==> src/hw/rtl/uft_pkg.sv <==
// Shared types, codes and constants for the URL field tokenizer.
package uft_pkg;

  // Field tags carried on the result channel.
  localparam logic [2:0] TAG_SCHEME    = 3'd0;
  localparam logic [2:0] TAG_DELIM     = 3'd1;
  localparam logic [2:0] TAG_HOST      = 3'd2;
  localparam logic [2:0] TAG_PORT      = 3'd3;
  localparam logic [2:0] TAG_PATH      = 3'd4;
  localparam logic [2:0] TAG_QUERY     = 3'd5;
  localparam logic [2:0] TAG_AFTER_ERR = 3'd6;

  // Delimiter characters.
  localparam logic [7:0] CH_COLON    = 8'h3A;
  localparam logic [7:0] CH_SLASH    = 8'h2F;
  localparam logic [7:0] CH_QUESTION = 8'h3F;
  localparam logic [7:0] CH_DIGIT_LO = 8'h30;
  localparam logic [7:0] CH_DIGIT_HI = 8'h39;

  // Known schemes in priority order: http, https, rtsp, ldap.
  localparam int unsigned NUM_SCHEMES = 4;
  localparam logic [15:0] PORT_RESET = 16'd80;
  localparam logic [9:0]  PORT_HTTP  = 10'd80;
  localparam logic [9:0]  PORT_HTTPS = 10'd443;
  localparam logic [9:0]  PORT_RTSP  = 10'd554;
  localparam logic [9:0]  PORT_LDAP  = 10'd389;

  // Parser phase, one-hot.
  typedef enum logic [7:0] {
    PH_SCHEME = 8'b0000_0001,
    PH_SLASH1 = 8'b0000_0010,
    PH_SLASH2 = 8'b0000_0100,
    PH_HOST   = 8'b0000_1000,
    PH_PORT   = 8'b0001_0000,
    PH_PATH   = 8'b0010_0000,
    PH_QUERY  = 8'b0100_0000,
    PH_ERROR  = 8'b1000_0000
  } uft_phase_t;

  // Per-URL parse state.
  typedef struct packed {
    uft_phase_t  phase;
    logic [15:0] port;
    logic        digits_open;
    logic [2:0]  scheme_len;
    logic [3:0]  scheme_match;
  } uft_state_t;

  // One tagged byte with its end-of-URL report.
  typedef struct packed {
    logic [2:0]  tag;
    logic [7:0]  byte_val;
    logic        done;
    logic [15:0] port_value;
    logic [9:0]  scheme_port;
    logic        is_default;
    logic        format_error;
  } uft_result_t;

  localparam uft_state_t STATE_RESET = '{
    phase:        PH_SCHEME,
    port:         PORT_RESET,
    digits_open:  1'b0,
    scheme_len:   3'd0,
    scheme_match: 4'hF
  };

  // Default port of scheme k.
  function automatic logic [9:0] scheme_default(input logic [1:0] k);
    logic [9:0] p;
    case (k)
      2'd0:    p = PORT_HTTP;
      2'd1:    p = PORT_HTTPS;
      2'd2:    p = PORT_RTSP;
      default: p = PORT_LDAP;
    endcase
    return p;
  endfunction

  // True when byte c matches character idx of scheme k.
  function automatic logic scheme_char_ok(input logic [1:0] k, input logic [2:0] idx,
                                          input logic [7:0] c);
    logic [7:0] ch;
    logic       in_range;
    in_range = 1'b1;
    ch       = 8'h00;
    case (k)
      2'd0, 2'd1: begin
        case (idx)
          3'd0:    ch = 8'h68; // h
          3'd1:    ch = 8'h74; // t
          3'd2:    ch = 8'h74; // t
          3'd3:    ch = 8'h70; // p
          3'd4:    begin
            ch       = 8'h73; // s
            in_range = (k == 2'd1);
          end
          default: in_range = 1'b0;
        endcase
      end
      2'd2: begin
        case (idx)
          3'd0:    ch = 8'h72; // r
          3'd1:    ch = 8'h74; // t
          3'd2:    ch = 8'h73; // s
          3'd3:    ch = 8'h70; // p
          default: in_range = 1'b0;
        endcase
      end
      default: begin
        case (idx)
          3'd0:    ch = 8'h6C; // l
          3'd1:    ch = 8'h64; // d
          3'd2:    ch = 8'h61; // a
          3'd3:    ch = 8'h70; // p
          default: in_range = 1'b0;
        endcase
      end
    endcase
    return in_range && (ch == c);
  endfunction

endpackage

==> src/hw/rtl/uft_parse.sv <==
// Per-byte parse step: tag, next state and end-of-URL report.
module uft_parse (
  input  uft_pkg::uft_state_t  state_i,
  input  logic [7:0]           char_i,
  input  logic                 last_i,
  output uft_pkg::uft_state_t  state_o,
  output uft_pkg::uft_result_t result_o
);

  uft_pkg::uft_state_t st;
  logic [2:0]          tag;
  logic                is_digit;
  logic [15:0]         port_x10;
  logic [9:0]          sport;
  logic                found;
  logic                is_def;

  assign is_digit = (char_i >= uft_pkg::CH_DIGIT_LO) && (char_i <= uft_pkg::CH_DIGIT_HI);
  // Times ten as two shifted copies, wrapping modulo 65536.
  assign port_x10 = {state_i.port[12:0], 3'b000} + {state_i.port[14:0], 1'b0};

  // Phase transitions and field tag.
  always_comb begin
    st  = state_i;
    tag = uft_pkg::TAG_AFTER_ERR;
    case (state_i.phase)
      uft_pkg::PH_SCHEME: begin
        if (char_i == uft_pkg::CH_COLON) begin
          tag      = uft_pkg::TAG_DELIM;
          st.phase = uft_pkg::PH_SLASH1;
        end else begin
          tag = uft_pkg::TAG_SCHEME;
          for (int k = 0; k < uft_pkg::NUM_SCHEMES; k++) begin
            if (!uft_pkg::scheme_char_ok(2'(k), state_i.scheme_len, char_i)) begin
              st.scheme_match[k] = 1'b0;
            end
          end
          if (state_i.scheme_len != 3'd7) begin
            st.scheme_len = state_i.scheme_len + 3'd1;
          end
        end
      end
      uft_pkg::PH_SLASH1, uft_pkg::PH_SLASH2: begin
        if (char_i == uft_pkg::CH_SLASH) begin
          tag      = uft_pkg::TAG_DELIM;
          st.phase = (state_i.phase == uft_pkg::PH_SLASH1) ? uft_pkg::PH_SLASH2
                                                           : uft_pkg::PH_HOST;
        end else begin
          tag      = uft_pkg::TAG_AFTER_ERR;
          st.phase = uft_pkg::PH_ERROR;
        end
      end
      uft_pkg::PH_HOST, uft_pkg::PH_PORT: begin
        if (char_i == uft_pkg::CH_COLON) begin
          // Every host-part colon restarts the port.
          tag            = uft_pkg::TAG_DELIM;
          st.port        = 16'd0;
          st.digits_open = 1'b1;
          st.phase       = uft_pkg::PH_PORT;
        end else if (char_i == uft_pkg::CH_SLASH) begin
          tag      = uft_pkg::TAG_DELIM;
          st.phase = uft_pkg::PH_PATH;
        end else if (state_i.phase == uft_pkg::PH_HOST) begin
          tag = uft_pkg::TAG_HOST;
        end else begin
          tag = uft_pkg::TAG_PORT;
          if (is_digit && state_i.digits_open) begin
            st.port = port_x10 + {12'd0, char_i[3:0]};
          end else begin
            st.digits_open = 1'b0;
          end
        end
      end
      uft_pkg::PH_PATH: begin
        if (char_i == uft_pkg::CH_QUESTION) begin
          tag      = uft_pkg::TAG_DELIM;
          st.phase = uft_pkg::PH_QUERY;
        end else begin
          tag = uft_pkg::TAG_PATH;
        end
      end
      uft_pkg::PH_QUERY: begin
        tag = uft_pkg::TAG_QUERY;
      end
      default: begin
        tag = uft_pkg::TAG_AFTER_ERR;
      end
    endcase
  end

  // Scheme default port (first match wins) and default-port flag.
  always_comb begin
    sport  = uft_pkg::PORT_HTTP;
    found  = 1'b0;
    is_def = 1'b0;
    for (int k = 0; k < uft_pkg::NUM_SCHEMES; k++) begin
      if (st.scheme_match[k]) begin
        if (!found) begin
          sport = uft_pkg::scheme_default(2'(k));
        end
        found = 1'b1;
        if (st.port == {6'd0, uft_pkg::scheme_default(2'(k))}) begin
          is_def = 1'b1;
        end
      end
    end
  end

  // Result assembly; the report fields are zero except on the last byte.
  always_comb begin
    result_o.tag          = tag;
    result_o.byte_val     = char_i;
    result_o.done         = last_i;
    result_o.port_value   = last_i ? st.port : 16'd0;
    result_o.scheme_port  = last_i ? sport : 10'd0;
    result_o.is_default   = last_i && is_def;
    result_o.format_error = last_i && ((st.phase == uft_pkg::PH_ERROR) ||
                                       (st.phase == uft_pkg::PH_SCHEME) ||
                                       (st.phase == uft_pkg::PH_SLASH1) ||
                                       (st.phase == uft_pkg::PH_SLASH2));
  end

  // A finished URL returns the parser to its reset state.
  assign state_o = last_i ? uft_pkg::STATE_RESET : st;

endmodule

==> src/hw/rtl/url_field_tokenizer.sv <==
// Top level of the URL field tokenizer: input register, parse step, result register.
//
//  Channel | Ports                          | Request content
//  --------+--------------------------------+-------------------------------------------
//  input   | in_tvalid/tready/tdata/tlast   | one URL byte; tlast marks the final byte
//  result  | out_tvalid/tready/tdata/tuser/ | tagged byte; tlast and the report on the
//          | tlast                          | result for the final byte
//
// One byte per cycle sustained while out_tready holds; a taken request goes from the input
// register through the combinational parse step into the result register, and the
// parse state advances only when a byte moves into the result register.
// rst_n (synchronous, active low) empties both registers and resets the parse state.
// A stalled result register holds the input register; the input side still takes a
// request whenever its register is empty or moving on.
module url_field_tokenizer (
  input  logic        clk,
  input  logic        rst_n,
  input  logic        in_tvalid,
  output logic        in_tready,
  input  logic [7:0]  in_tdata,   // [7:0] char_byte
  input  logic        in_tlast,   // is_last
  output logic        out_tvalid,
  input  logic        out_tready,
  output logic [39:0] out_tdata,  // [7:0] byte_out, [23:8] port_value, [33:24] scheme_port,
                                  // [34] port_is_default, [35] format_error, [39:36] zero
  output logic [2:0]  out_tuser,  // [2:0] field_tag
  output logic        out_tlast   // url_done
);

  logic                 in_valid_r;
  logic [7:0]           in_char_r;
  logic                 in_last_r;
  logic                 out_valid_r;
  uft_pkg::uft_result_t out_res_r;
  uft_pkg::uft_state_t  state_r;
  uft_pkg::uft_state_t  state_nxt;
  uft_pkg::uft_result_t res_nxt;
  logic                 adv;

  // A byte advances when the result register is free or being drained.
  assign adv       = in_valid_r && (!out_valid_r || out_tready);
  assign in_tready = !in_valid_r || adv;

  // Input register.
  always_ff @(posedge clk) begin
    if (!rst_n) begin
      in_valid_r <= 1'b0;
    end else if (in_tready) begin
      in_valid_r <= in_tvalid;
    end
  end

  always_ff @(posedge clk) begin
    if (in_tready && in_tvalid) begin
      in_char_r <= in_tdata;
      in_last_r <= in_tlast;
    end
  end

  uft_parse u_parse (
    .state_i  (state_r),
    .char_i   (in_char_r),
    .last_i   (in_last_r),
    .state_o  (state_nxt),
    .result_o (res_nxt)
  );

  // Parse state.
  always_ff @(posedge clk) begin
    if (!rst_n) begin
      state_r <= uft_pkg::STATE_RESET;
    end else if (adv) begin
      state_r <= state_nxt;
    end
  end

  // Result register.
  always_ff @(posedge clk) begin
    if (!rst_n) begin
      out_valid_r <= 1'b0;
    end else if (adv) begin
      out_valid_r <= 1'b1;
    end else if (out_tready) begin
      out_valid_r <= 1'b0;
    end
  end

  always_ff @(posedge clk) begin
    if (adv) begin
      out_res_r <= res_nxt;
    end
  end

  // Output packing.
  assign out_tvalid = out_valid_r;
  assign out_tuser  = out_res_r.tag;
  assign out_tlast  = out_res_r.done;
  assign out_tdata  = {4'd0, out_res_r.format_error, out_res_r.is_default,
                       out_res_r.scheme_port, out_res_r.port_value, out_res_r.byte_val};

  // A finished URL leaves the parser in its reset state.
  a_reset_after_last: assert property (@(posedge clk) disable iff (!rst_n)
    (adv && in_last_r) |=> (state_r == uft_pkg::STATE_RESET))
    else $error("parse state not reset after last byte");

  // Report fields stay zero on results that do not end a URL.
  a_report_zero: assert property (@(posedge clk) disable iff (!rst_n)
    (out_valid_r && !out_res_r.done) |-> (out_tdata[39:8] == 32'd0))
    else $error("report fields set on a byte that is not last");

  // A byte tagged after an error at the end of a URL always reports a format error.
  a_err_tag_flag: assert property (@(posedge clk) disable iff (!rst_n)
    (out_valid_r && out_res_r.done && (out_res_r.tag == uft_pkg::TAG_AFTER_ERR))
      |-> out_res_r.format_error)
    else $error("error tag without format error");

  // Scheme match bits only clear once scheme bytes have been counted.
  a_match_len: assert property (@(posedge clk) disable iff (!rst_n)
    (state_r.scheme_len == 3'd0) |-> (state_r.scheme_match == 4'hF))
    else $error("scheme match cleared with empty scheme");

  // The phase register always holds exactly one phase.
  a_phase_onehot: assert property (@(posedge clk) disable iff (!rst_n)
    $onehot(state_r.phase))
    else $error("phase register not one-hot");

endmodule

==> config.mk <==
export PLATFORM = sky130hd
export DESIGN_NAME = url_field_tokenizer
export DESIGN_NICKNAME = d
export VERILOG_FILES = /design/src/hw/rtl/uft_pkg.sv /design/src/hw/rtl/uft_parse.sv /design/src/hw/rtl/url_field_tokenizer.sv
export SDC_FILE = /design/constraint.sdc
export NUM_CORES = 1
export LEC_CHECK = 0
export BUFFER_PORTS_ARGS = -buffer_cell sky130_fd_sc_hd__buf_2
export CORE_MARGIN = 5
export CORE_UTILIZATION = 25
export CTS_CLUSTER_SIZE = 20
export DETAILED_ROUTE_END_ITERATION = 10
export GPL_TIMING_DRIVEN = 0
export PLACE_DENSITY = 0.46
export SYNTH_ARGS = -nofsm -noshare
export SYNTH_HDL_FRONTEND = slang
export SYNTH_SLANG_ARGS = --single-unit
==> constraint.sdc <==
create_clock -name clk -period 6.25 [get_ports clk]
set_input_delay 0.9375 -clock clk [delete_from_list [all_inputs] [get_ports clk]]
set_output_delay 0.9375 -clock clk [all_outputs]
set_load 0.005 [all_outputs]
# Word-level counts from Yosys, hierarchy flattened
# Index checks and enable logic that the tools add are counted.
# Widths: inputs -> output; s select.
[totals]
regBits = 83
latch_bits = 0
ram_bits = 0
rom_bits = 0
out_inout_bits = 46
word_cells = 145
memories = 0
[op_classes]
addsub = 3
multipliers = 0
div_mod_pow = 0
order_cmp = 2
eq_ne = 30
n_shift = 0
muxes = 65
bitwise = 0
reduce_logical = 29
[ops]
columns = ["cell", "count"]
rows = [
  ["$mux 10", 9],
  ["$pmux 7 s4", 3],
  ["$mux 8", 10],
  ["$eq 16x10->1", 4],
  ["$mux 17", 3],
  ["$eq 8x6->1 const B", 4],
  ["$mux 32", 1],
  ["$pmux 8 s4", 1],
  ["$mux 1", 26],
  ["$mux 25", 1],
  ["$eq 8x8->1", 3],
  ["$add 16x16->16", 1],
  ["$add 16x4->16", 1],
  ["$eq 8x1->1 const B", 2],
  ["$eq 8x2->1 const B", 2],
  ["$eq 8x3->1 const B", 2],
  ["$mux 16", 1],
  ["$mux 3", 5],
  ["$pmux 3 s5", 1],
  ["$mux 7", 2],
  ["$logic_and 1x1->1", 10],
  ["$mux 9", 1],
  ["$eq 8x4->1 const B", 1],
  ["$eq 8x5->1 const B", 1],
  ["other kinds (21)", 34],
]

# Depth between registers and ports, before layout
# Gate-level depths: netlist (run 1).
[depth]
word_depth = 21
mapped_depth = 13

# Cells and area by module
# From an unflattened synthesis (run 1), not the netlist that was laid out.
[unflattened]
hier_cells = 581
area_unflattened_um2 = 5510.3
[by_module_without_submodules]
columns = ["module", "instances", "cells_per_inst", "area_each_um2", "seq_area_each_um2"]
rows = [
  ["url_field_tokenizer", 1, 204, 2909.0, 2152.1],
  ["uft_parse", 1, 377, 2601.2, 0.0],
]

# Least setup slack after synthesis (run 1)
# No wires, ideal clock.
[synth_path]
path_kind = "register to register"
startpoint = "register in_char_r[3]"
endpoint = "register out_res_r, in the netlist out_tdata[34] (data pin)"
t_arrival_ps = 3349
setup_slack_ps = 2769
path_stages_with_launch = 13
n_path_buf = 0
period_less_slack_ps = 3481
path_cell_list = "edfxtp_1 inv_1 fa_1 inv_1 fa_1 a211oi_1 nor2_1 o21a_1 or3_2 a41o_2 a211o_1 a211oi_1 and3_1"
[synth_lines]
columns = ["element", "line", "rtl"]
rows = [
  ["from (decl)", "url_field_tokenizer.sv:31", "logic [7:0] in_char_r;"],
  ["from (signal assigned)", "url_field_tokenizer.sv:55", "in_char_r <= in_tdata;"],
  ["to (signal assigned)", "url_field_tokenizer.sv:90", "out_res_r <= res_nxt;"],
  ["to (decl)", "url_field_tokenizer.sv:34", "uft_pkg::uft_result_t out_res_r;"],
]

==> results.toml, run 1 <==
[pwr]
p_int_mw = 0.873
swShare = 0.249
pwr-share-clk = 0.436
combPwrFrac = 0.069
cellPowerDensity_nw_per_um2 = 201
vdd_drop_max_mv = 0.138
p_leak_nw = 2.26
power.switching_mw = 0.290
pwr-share-seq = 0.495

[global_routing]
grt_max_degree = 35
grt_pass1_wl_mm = 21.3
gr-usage-all-layers = 0.122
grt_pass1_vias = 3895
antenna_found_initial = 0
grt_overflow = 0

[clock_tree]
cts_num_sinks = 79
htreeDepth = 3
cts_setup_buffers = 0
worstSkewPairLatency_ns = 0.35
cts_resized = 0
cts_buffers = 9
clk_pin_slew_ns = 0.06
cts_tree = "yes"
clock-root-buffer = "clkbuf_16"
ctsHoldBuffers = 0
cts.path.max_buffers = 2

[drt]
drtPass1Iterations = 5
routed_wl_mm = 13.5
vias = 4036
drtIter0Drc = 267
viasPerCell = 4.82
antenna_left = 0
route.detailed.drc = 0
wire_per_inst_um = 16.1

[yosys]
ys_seq_area_frac = 0.416
yosysTopAreaCell = "edfxtp_1"
synthesis.area_sq_um = 4880
ys_ff_latch = 79
netlist_top_cells_area = "edfxtp_1, dfxtp_1, ha_1, nor2_1, nand2_1"
yosys.area.top_type_share = 0.277
yosysWarnings = 0
async_reset_ff_frac = 0
synth_cell_type_count = 78
synthCells = 498
syn_area_per_cell_sq_um = 9.80
synth_ff_type = "edfxtp_1"
synth_edf_count = 45

[placed_design]
dp_slack_ns = 2.26
hpwl_mm = 10.2
portBuffers = 54
gp_congestion = 0.861

[timing]
finalSetupViolCount = 0
finalHoldViolCount = 0
fin_crit_ns = 4.01
slew_viol_final = 0
max-slew-margin-rel = 0.362
finalClockSkew_ns = 0.00848
fmax_ghz = 0.249
setup_slack_ns = 2.24
worst_pin_slew_ns = 0.947
rsz0062_at_grt = "no"
fin_crit_sh = 0.642
timing.setup.tns_ns = 0

[run_status]
outcome = "finished, final reports clean"

[floorplanning]
fp.dieH_um = 150
initial_core_util = 0.252
rows = 51
die_area_sq_um = 22400
coreArea_sq_um = 19300
die_x_um = 150
ios = 59

[flow_run]
drv_cap = 0

[finish]
area_delta_synth_final_pct = 18.8
final_cell_mix = "buf_2, edfxtp_1, nor2_1"
layout_commonest_cell = "buf_2"
drive_gt1_frac = 0.208
fin_nets = 614
antenna_cells = 0

[hold_path]
hold_class = "reg -> reg"

[setup_path]
start_kind = "flip-flop"
end_kind = "flip-flop"
required_ns = 6.46
worst_ep_arrival_time_ns = 4.22
crit_fanout = 8
path_class = "reg -> reg"
critical path, stage by stage (launching register included):
cell      delay (ns)
edfxtp_1        0.54
inv_1           0.16
fa_1            0.55
inv_1           0.07
fa_1            0.46
a211oi_1        0.35
nor2_1          0.10
o21a_1          0.19
or3_2           0.46
a41o_2          0.33
a211o_1         0.26
a211oi_1        0.20
and3_1          0.19
cells in the mapped netlist, types with 3 or more instances:
master    number
ha_1          32
a21o_1         6
nand3_1       15
nand2b_1       7
a31oi_1        4
a21oi_1       21
clkbuf_1      11
nor4_1         5
edfxtp_1      45
inv_1         14
and2_1        16
xnor2_1        7
buf_4         12
o22ai_1        7
a22oi_1       11
nor2b_1       21
nor2_1        38
o21a_1         5
o21ai_0       27
nor3b_1        3
nand4b_1       3
nand4_1        8
dfxtp_1       34
mux2i_1        6
buf_2          3
a32oi_1        5
nand2_1       36
and3_1         4
xor2_1        11
nor3_1         8
or3_1          3
a21boi_0       4
a211oi_1       4
registers in the layout, summed over array words and instances, names as in the netlist:
| register | flops |
|---|---|
| in_char_r | 8 |
| in_last_r | 1 |
| in_valid_r | 1 |
| out_tdata | 32 |
| out_tlast | 1 |
| out_tuser | 3 |
| out_tvalid | 1 |
| state_r | 32 |
layer usage:
layer  track usage  wire [um]  vias up
li1              -          -     1960
met1         0.167       6460     1913
met2         0.183       5860      144
met3        0.0373        942       19
met4        0.0430        250        0
met5             0          0        -
cell type report:
class,count,area [sq um]
multi-input cells,379,2620
plain buffers,29,186
repair buffers,55,290
clock buffers,9,225
flip-flops and latches,79,2030
well taps,265,332
inverters,14,52.6
fillers,2005,13500
clock inverters,7,56.3
stage by stage:
stage               hold WS (ns)  std cells  total power, mW  instance area (sq um)   util
detailed placement         0.456        821            0.669                   5520  0.285
global placement           0.437        820            0.667                   5490  0.284
floorplan                  0.428        501            0.631                   4890      -
finish                     0.459        837             1.16                   5800  0.300
CTS                        0.462        837             1.18                   5800  0.300
global route               0.477        837             1.21                   5800  0.300
power by group through the flow:
stage	logic, mW	clock network (mW)	registers (mW)
2_1_floorplan	0.0440	0	0.587
3_3_place_gp	0.0782	0	0.589
3_5_place_dp	0.0810	0	0.588
4_1_cts	0.0812	0.523	0.577
5_1_grt	0.0881	0.542	0.578
6_report	0.0798	0.507	0.576
final timing paths:
path	startpoint	endpoint	slack (ns)	cells past startpoint
max	in_char_r[3]$_DFFE_PP_	out_tdata[34]$_DFFE_PP_	2.24	12
min	in_char_r[0]$_DFFE_PP_	out_tdata[0]$_DFFE_PP_	0.46	0
max reg2reg	in_char_r[3]$_DFFE_PP_	out_tdata[34]$_DFFE_PP_	2.24	12
min reg2reg	in_char_r[0]$_DFFE_PP_	out_tdata[0]$_DFFE_PP_	0.46	0
kinds of logic after synthesis:
kind of cell / synth area share
fa+ha+maj: 0.0902
mux: 0.0146
buf+inv: 0.0487
xor+xnor: 0.0323
compound gates: 0.160
flops: 0.416
other cells: 0.000768
simple gates: 0.237
No activity file was read; power rests on OpenSTA's default activity.
==> run 2, diff against run 1 <==
Settings changed: PLACE_DENSITY 0.46 to 0.47.
Clock period 6.25 ns to 3.3 ns, I/O delays scaled along.
==> results.toml, run 2 (synthesis gave the netlist of run 1 again) <==
[global_routing]
grt_max_degree = 33
grt_pass1_vias = 3914
grt_pass1_wl_mm = 21.2
grt_overflow = 0
antenna_found_initial = 0
gr-usage-all-layers = 0.122

[finish]
final_cell_mix = "buf_2, edfxtp_1, nor2_1"
finalNonFillerCells = 850
fin_nets = 627
post-route-cell-area_sq_um = 6070
drive_gt1_frac = 0.274
regArea_sq_um = 2040
area_delta_synth_final_pct = 24.4
antenna_cells = 0
multi_input_area_sq_um = 2770
fillers = 1993
layout_commonest_cell = "buf_2"

[floorplanning]
fp.dieH_um = 150
ios = 59
die_area_sq_um = 22400
initial_core_util = 0.252
rows = 51
coreArea_sq_um = 19300
die_x_um = 150

[setup_path]
reg2reg_to = "out_tdata[34]$_DFFE_PP_"
start_kind = "flip-flop"
path_class = "reg -> reg"
reg2reg_from = "in_char_r[3]$_DFFE_PP_"
crit_fanout = 3
worst_ep_arrival_time_ns = 3.68
reg2reg_slack_ns = -0.17
required_ns = 3.52
ff2ff_path_depth = 14
end_kind = "flip-flop"

[placed_design]
hpwl_mm = 9.96
dp_slack_ns = -0.392
dp_cells = 821
gp_congestion = 0.835
placed_area_sq_um = 5520
portBuffers = 54

[pwr]
swShare = 0.240
power.switching_mw = 0.548
combPwrFrac = 0.069
cellPowerDensity_nw_per_um2 = 376
p_leak_nw = 2.37
pwr-share-seq = 0.478
pwr-share-clk = 0.453
vdd_drop_max_mv = 0.227
p_int_mw = 1.73

[hold_path]
hold_end = "in_char_r[1]$_DFFE_PP_"
hold_path_depth = 1
hp-start = "in_tdata[1]"
hold_class = "in -> reg"

[drt]
routed_wl_mm = 13.7
viasPerCell = 4.75
vias = 4037
wire_per_inst_um = 16.1
route.detailed.drc = 0
drtIter0Drc = 269
drtPass1Iterations = 4
antenna_left = 0

[clock_tree]
clock-root-buffer = "clkbuf_16"
worstSkewPairLatency_ns = 0.35
ctsHoldBuffers = 0
cts_buffers = 9
clk_pin_slew_ns = 0.06
cts_num_sinks = 79
htreeDepth = 3
cts.path.max_buffers = 2
cts_tree = "yes"

[flow_run]
drv_cap = 0

[timing]
max-slew-margin-rel = 0.423
slew_viol_final = 0
fin_crit_ns = 3.47
finalHoldViolCount = 0
finalClockSkew_ns = 0.00495
fin_crit_sh = 1.05
finalSetupViolCount = 1
fmax_ghz = 0.289
setup_slack_ns = -0.165
worst_pin_slew_ns = 0.856
rsz0062_at_grt = "yes"

[run_status]
violations = "setup timing"
outcome = "finished, violations left"
run 2: cell type report:
cell class                      instances  share of cell area
Buffer                                 29              0.0307
Clock buffer                            9              0.0371
Clock inverter                          7              0.0130
Inverter                               14             0.00865
Multi-Input combinational cell        379               0.456
Sequential cell                        79               0.336
Tap cell                              265              0.0546
Timing Repair Buffer                   68              0.0645
run 2: how the worst max path moves through the flow:
stage	startpoint	endpoint	slack [ns]	cells past startpoint
5_1_grt	state_r[8]$_SDFFE_PN0P_	out_tdata[34]$_DFFE_PP_	-0.28	13
4_1_cts	in_char_r[3]$_DFFE_PP_	out_tdata[34]$_DFFE_PP_	-0.06	13
2_1_floorplan	in_char_r[3]$_DFFE_PP_	out_tdata[34]$_DFFE_PP_	0.02	12
6_report	in_char_r[3]$_DFFE_PP_	out_tdata[34]$_DFFE_PP_	-0.17	14
3_3_place_gp	out_tready	state_r[28]$_SDFFE_PN0P_	-0.55	9
3_5_place_dp	in_char_r[3]$_DFFE_PP_	out_tdata[34]$_DFFE_PP_	-0.39	12
run 2: worst max-delay path, stage by stage, from the launching register on:
cell      delay, ns
edfxtp_1       0.39
inv_2          0.07
fa_1           0.52
inv_2          0.05
ha_1           0.30
a21o_1         0.22
buf_4          0.15
a21oi_4        0.16
xnor2_2        0.10
mux2_4         0.28
nor4_4         0.21
nand4_1        0.13
a211o_1        0.35
a211oi_2       0.23
and3_1         0.18
run 2: repair_timing:
item | in CTS | in global routing
buffers inserted | 5 | 8
resized for setup | 22 | 15
cloned | 0 | 0
setup endpoints to repair | 9 | 8
pin swaps | 19 | 23
run 2: power groups by stage:
stage          clock network [mW]  registers, mW  logic, mW
2_1_floorplan                   0           1.11     0.0834
3_3_place_gp                    0           1.12      0.148
3_5_place_dp                    0           1.11      0.153
4_1_cts                      1.06           1.09      0.158
5_1_grt                      1.10           1.09      0.174
6_report                     1.03           1.09      0.158
run 2: stage by stage:
step	utilization	hold WS (ns)	TNS [ns]	total power [mW]
global placement	0.285	0.438	-15.69	1.26
detailed placement	0.286	0.458	-1.44	1.27
floorplan	-	0.428	0	1.20
global route	0.314	0.301	-0.553	2.37
CTS	0.308	0.303	-0.0616	2.31
finish	0.314	0.319	-0.165	2.28
run 2: layer usage:
| metal | vias up | part of all wire | global-route usage |
|---|---|---|---|
| li1 | 1993 | - | - |
| met1 | 1927 | 0.49 | 0.173 |
| met2 | 110 | 0.44 | 0.181 |
| met3 | 7 | 0.060 | 0.0369 |
| met4 | 0 | 0.0090 | 0.0306 |
| met5 | - | 0 | 0 |
==> run 3, diff against run 2 <==
--- a/config.mk
+++ b/config.mk
@@ -8,3 +8,3 @@
 export BUFFER_PORTS_ARGS = -buffer_cell sky130_fd_sc_hd__buf_2
-export CORE_MARGIN = 5
+export CORE_MARGIN = 2
 export CORE_UTILIZATION = 25
==> constraint.sdc (replaced) <==
create_clock -name clk -period 3.3 [get_ports clk]
set_input_delay 0.33 -clock clk [delete_from_list [all_inputs] [get_ports clk]]
set_output_delay 0.33 -clock clk [all_outputs]
set_load 0.005 [all_outputs]
==> results.toml, run 3 (synthesis gave the netlist of run 1 again) <==
[global_routing]
grt_pass1_vias = 3867
antenna_found_initial = 0
gr-usage-met2 = 0.198
busiest_layer = "met2"
grt_max_degree = 36
grt_pass1_wl_mm = 20.9
met3_usage = 0.0373
use_met1 = 0.185
gr-usage-all-layers = 0.132
grt_overflow = 0

[drt]
wire_per_inst_um = 15.6
drtIter0Drc = 285
vias = 3975
viasPerCell = 4.67
drtPass1Iterations = 4
route.detailed.drc = 0
antenna_left = 0
routed_wl_mm = 13.3

[clock_tree]
clock-root-buffer = "clkbuf_16"
clk_pin_slew_ns = 0.07
cts.path.max_buffers = 2
ctsHoldBuffers = 0
worstSkewPairLatency_ns = 0.35
cts_num_sinks = 79
htreeDepth = 3
cts_buffers = 9
cts_tree = "yes"

[placed_design]
dp_cells = 821
portBuffers = 54
gp_congestion = 0.840
hpwl_mm = 9.76

[finish]
finalNonFillerCells = 851
fin_nets = 628
final_cell_mix = "buf_2, edfxtp_1, nand2_1, nor2_1, dfxtp_1"
layout_commonest_cell = "buf_2"
antenna_cells = 0
fillers = 1975
drive_gt1_frac = 0.282
area_delta_synth_final_pct = 24.6
final_util = 0.315

[timing]
slew_viol_final = 0
rsz0062_at_grt = "yes"
setup_slack_ns = -0.0686
finalHoldViolCount = 0
fmax_ghz = 0.297
worst_pin_slew_ns = 0.780
finalSetupViolCount = 1
fin_crit_ns = 3.37
fin_crit_sh = 1.02
max-slew-margin-rel = 0.475
finalClockSkew_ns = 0.0134

[floorplanning]
ios = 59
initial_core_util = 0.252
die_x_um = 144
coreArea_sq_um = 19300
rows = 51
fp.dieH_um = 144
die_area_sq_um = 20700

[setup_path]
crit_chain = "buf_4 -> buf_4 -> and4bb_2 -> nand2_1 -> nor2_1 -> nor2_2 -> a22o_1 -> or3b_1 -> a211o_1 -> a211oi_2 -> and3_1"
end_kind = "flip-flop"
crit_fanout = 6
crit_buf_inv = 2
required_ns = 3.52
path_class = "reg -> reg"
start_kind = "flip-flop"
worst_ep_arrival_time_ns = 3.59
cp_slowest_cell = "nor2_1"
crit_family = "simple AND/OR/NAND/NOR gates"
cp_common_cell = "buf_4"
critPathMaxStageDelay_ns = 0.50

[pwr]
p_total_mw = 2.28
p_leak_nw = 2.37
cellPowerDensity_nw_per_um2 = 374
vdd_drop_max_mv = 0.276

[flow_run]
drv_cap = 0

[run_status]
violations = "setup timing"
outcome = "finished, violations left"

[hold_path]
hold_class = "in -> reg"
==> run 3: cell count changes in the layout (fill, tap and decap cells not counted), sizes merged <==
cell | before | now
inv | 17 | 18
clkinv | 3 | 2
buf | 84 | 85
==> run 3: layer usage <==
metal | wire (um) | share of wire
met2 | 5860 | 0.44
met4 | 75 | 0.0056
met5 | 0 | 0
met1 | 6580 | 0.49
met3 | 789 | 0.059
==> run 3: what timing repair did <==
action / CTS / global route
pin swaps: 10 / 22
hold endpoints to repair: 0 / 0
setup buffers: 8 / 6
endpoints found under the setup margin: 9 / 8
gates resized for setup: 18 / 21
==> run 3: cell type report <==
type,count,area (sq um),area share
Multi-Input combinational cell,379,2770,0.456
Inverter,14,52.6,0.00864
Clock buffer,9,225,0.0370
Clock inverter,7,77.6,0.0128
Sequential cell,79,2030,0.335
Tap cell,265,332,0.0545
Timing Repair Buffer,69,399,0.0656
Buffer,29,186,0.0307
==> run 3: worst paths after layout <==
| check | to | startpoint | depth (start not counted) | slack, ns |
|---|---|---|---|---|
| setup reg to reg | out_tdata[34]$_DFFE_PP_ | in_char_r[2]$_DFFE_PP_ | 11 | -0.07 |
| hold reg to reg | out_tlast$_DFFE_PP_ | in_last_r$_DFFE_PP_ | 0 | 0.47 |
| setup / recovery | out_tdata[34]$_DFFE_PP_ | in_char_r[2]$_DFFE_PP_ | 11 | -0.07 |
| hold / removal | in_last_r$_DFFE_PP_ | in_tlast | 1 | 0.15 |
==> run 3: stage by stage <==
| step | hold slack [ns] | TNS, ns | setup slack (ns) | area (sq um) |
|---|---|---|---|---|
| floorplan | 0.428 | 0 | 0.0156 | 4900 |
| global placement | 0.438 | -6.91 | -0.395 | 5500 |
| detailed placement | 0.453 | -1.19 | -0.403 | 5520 |
| CTS | 0.131 | -0.0689 | -0.0689 | 5960 |
| global route | 0.125 | -0.285 | -0.200 | 6080 |
| finish | 0.151 | -0.0686 | -0.0686 | 6080 |
==> run 3: power by group <==
| group | internal [mW] | total, mW | switching [mW] |
|---|---|---|---|
| clock network | 0.596 | 1.03 | 0.436 |
| registers | 1.07 | 1.09 | 0.0170 |
| logic | 0.0643 | 0.154 | 0.0901 |
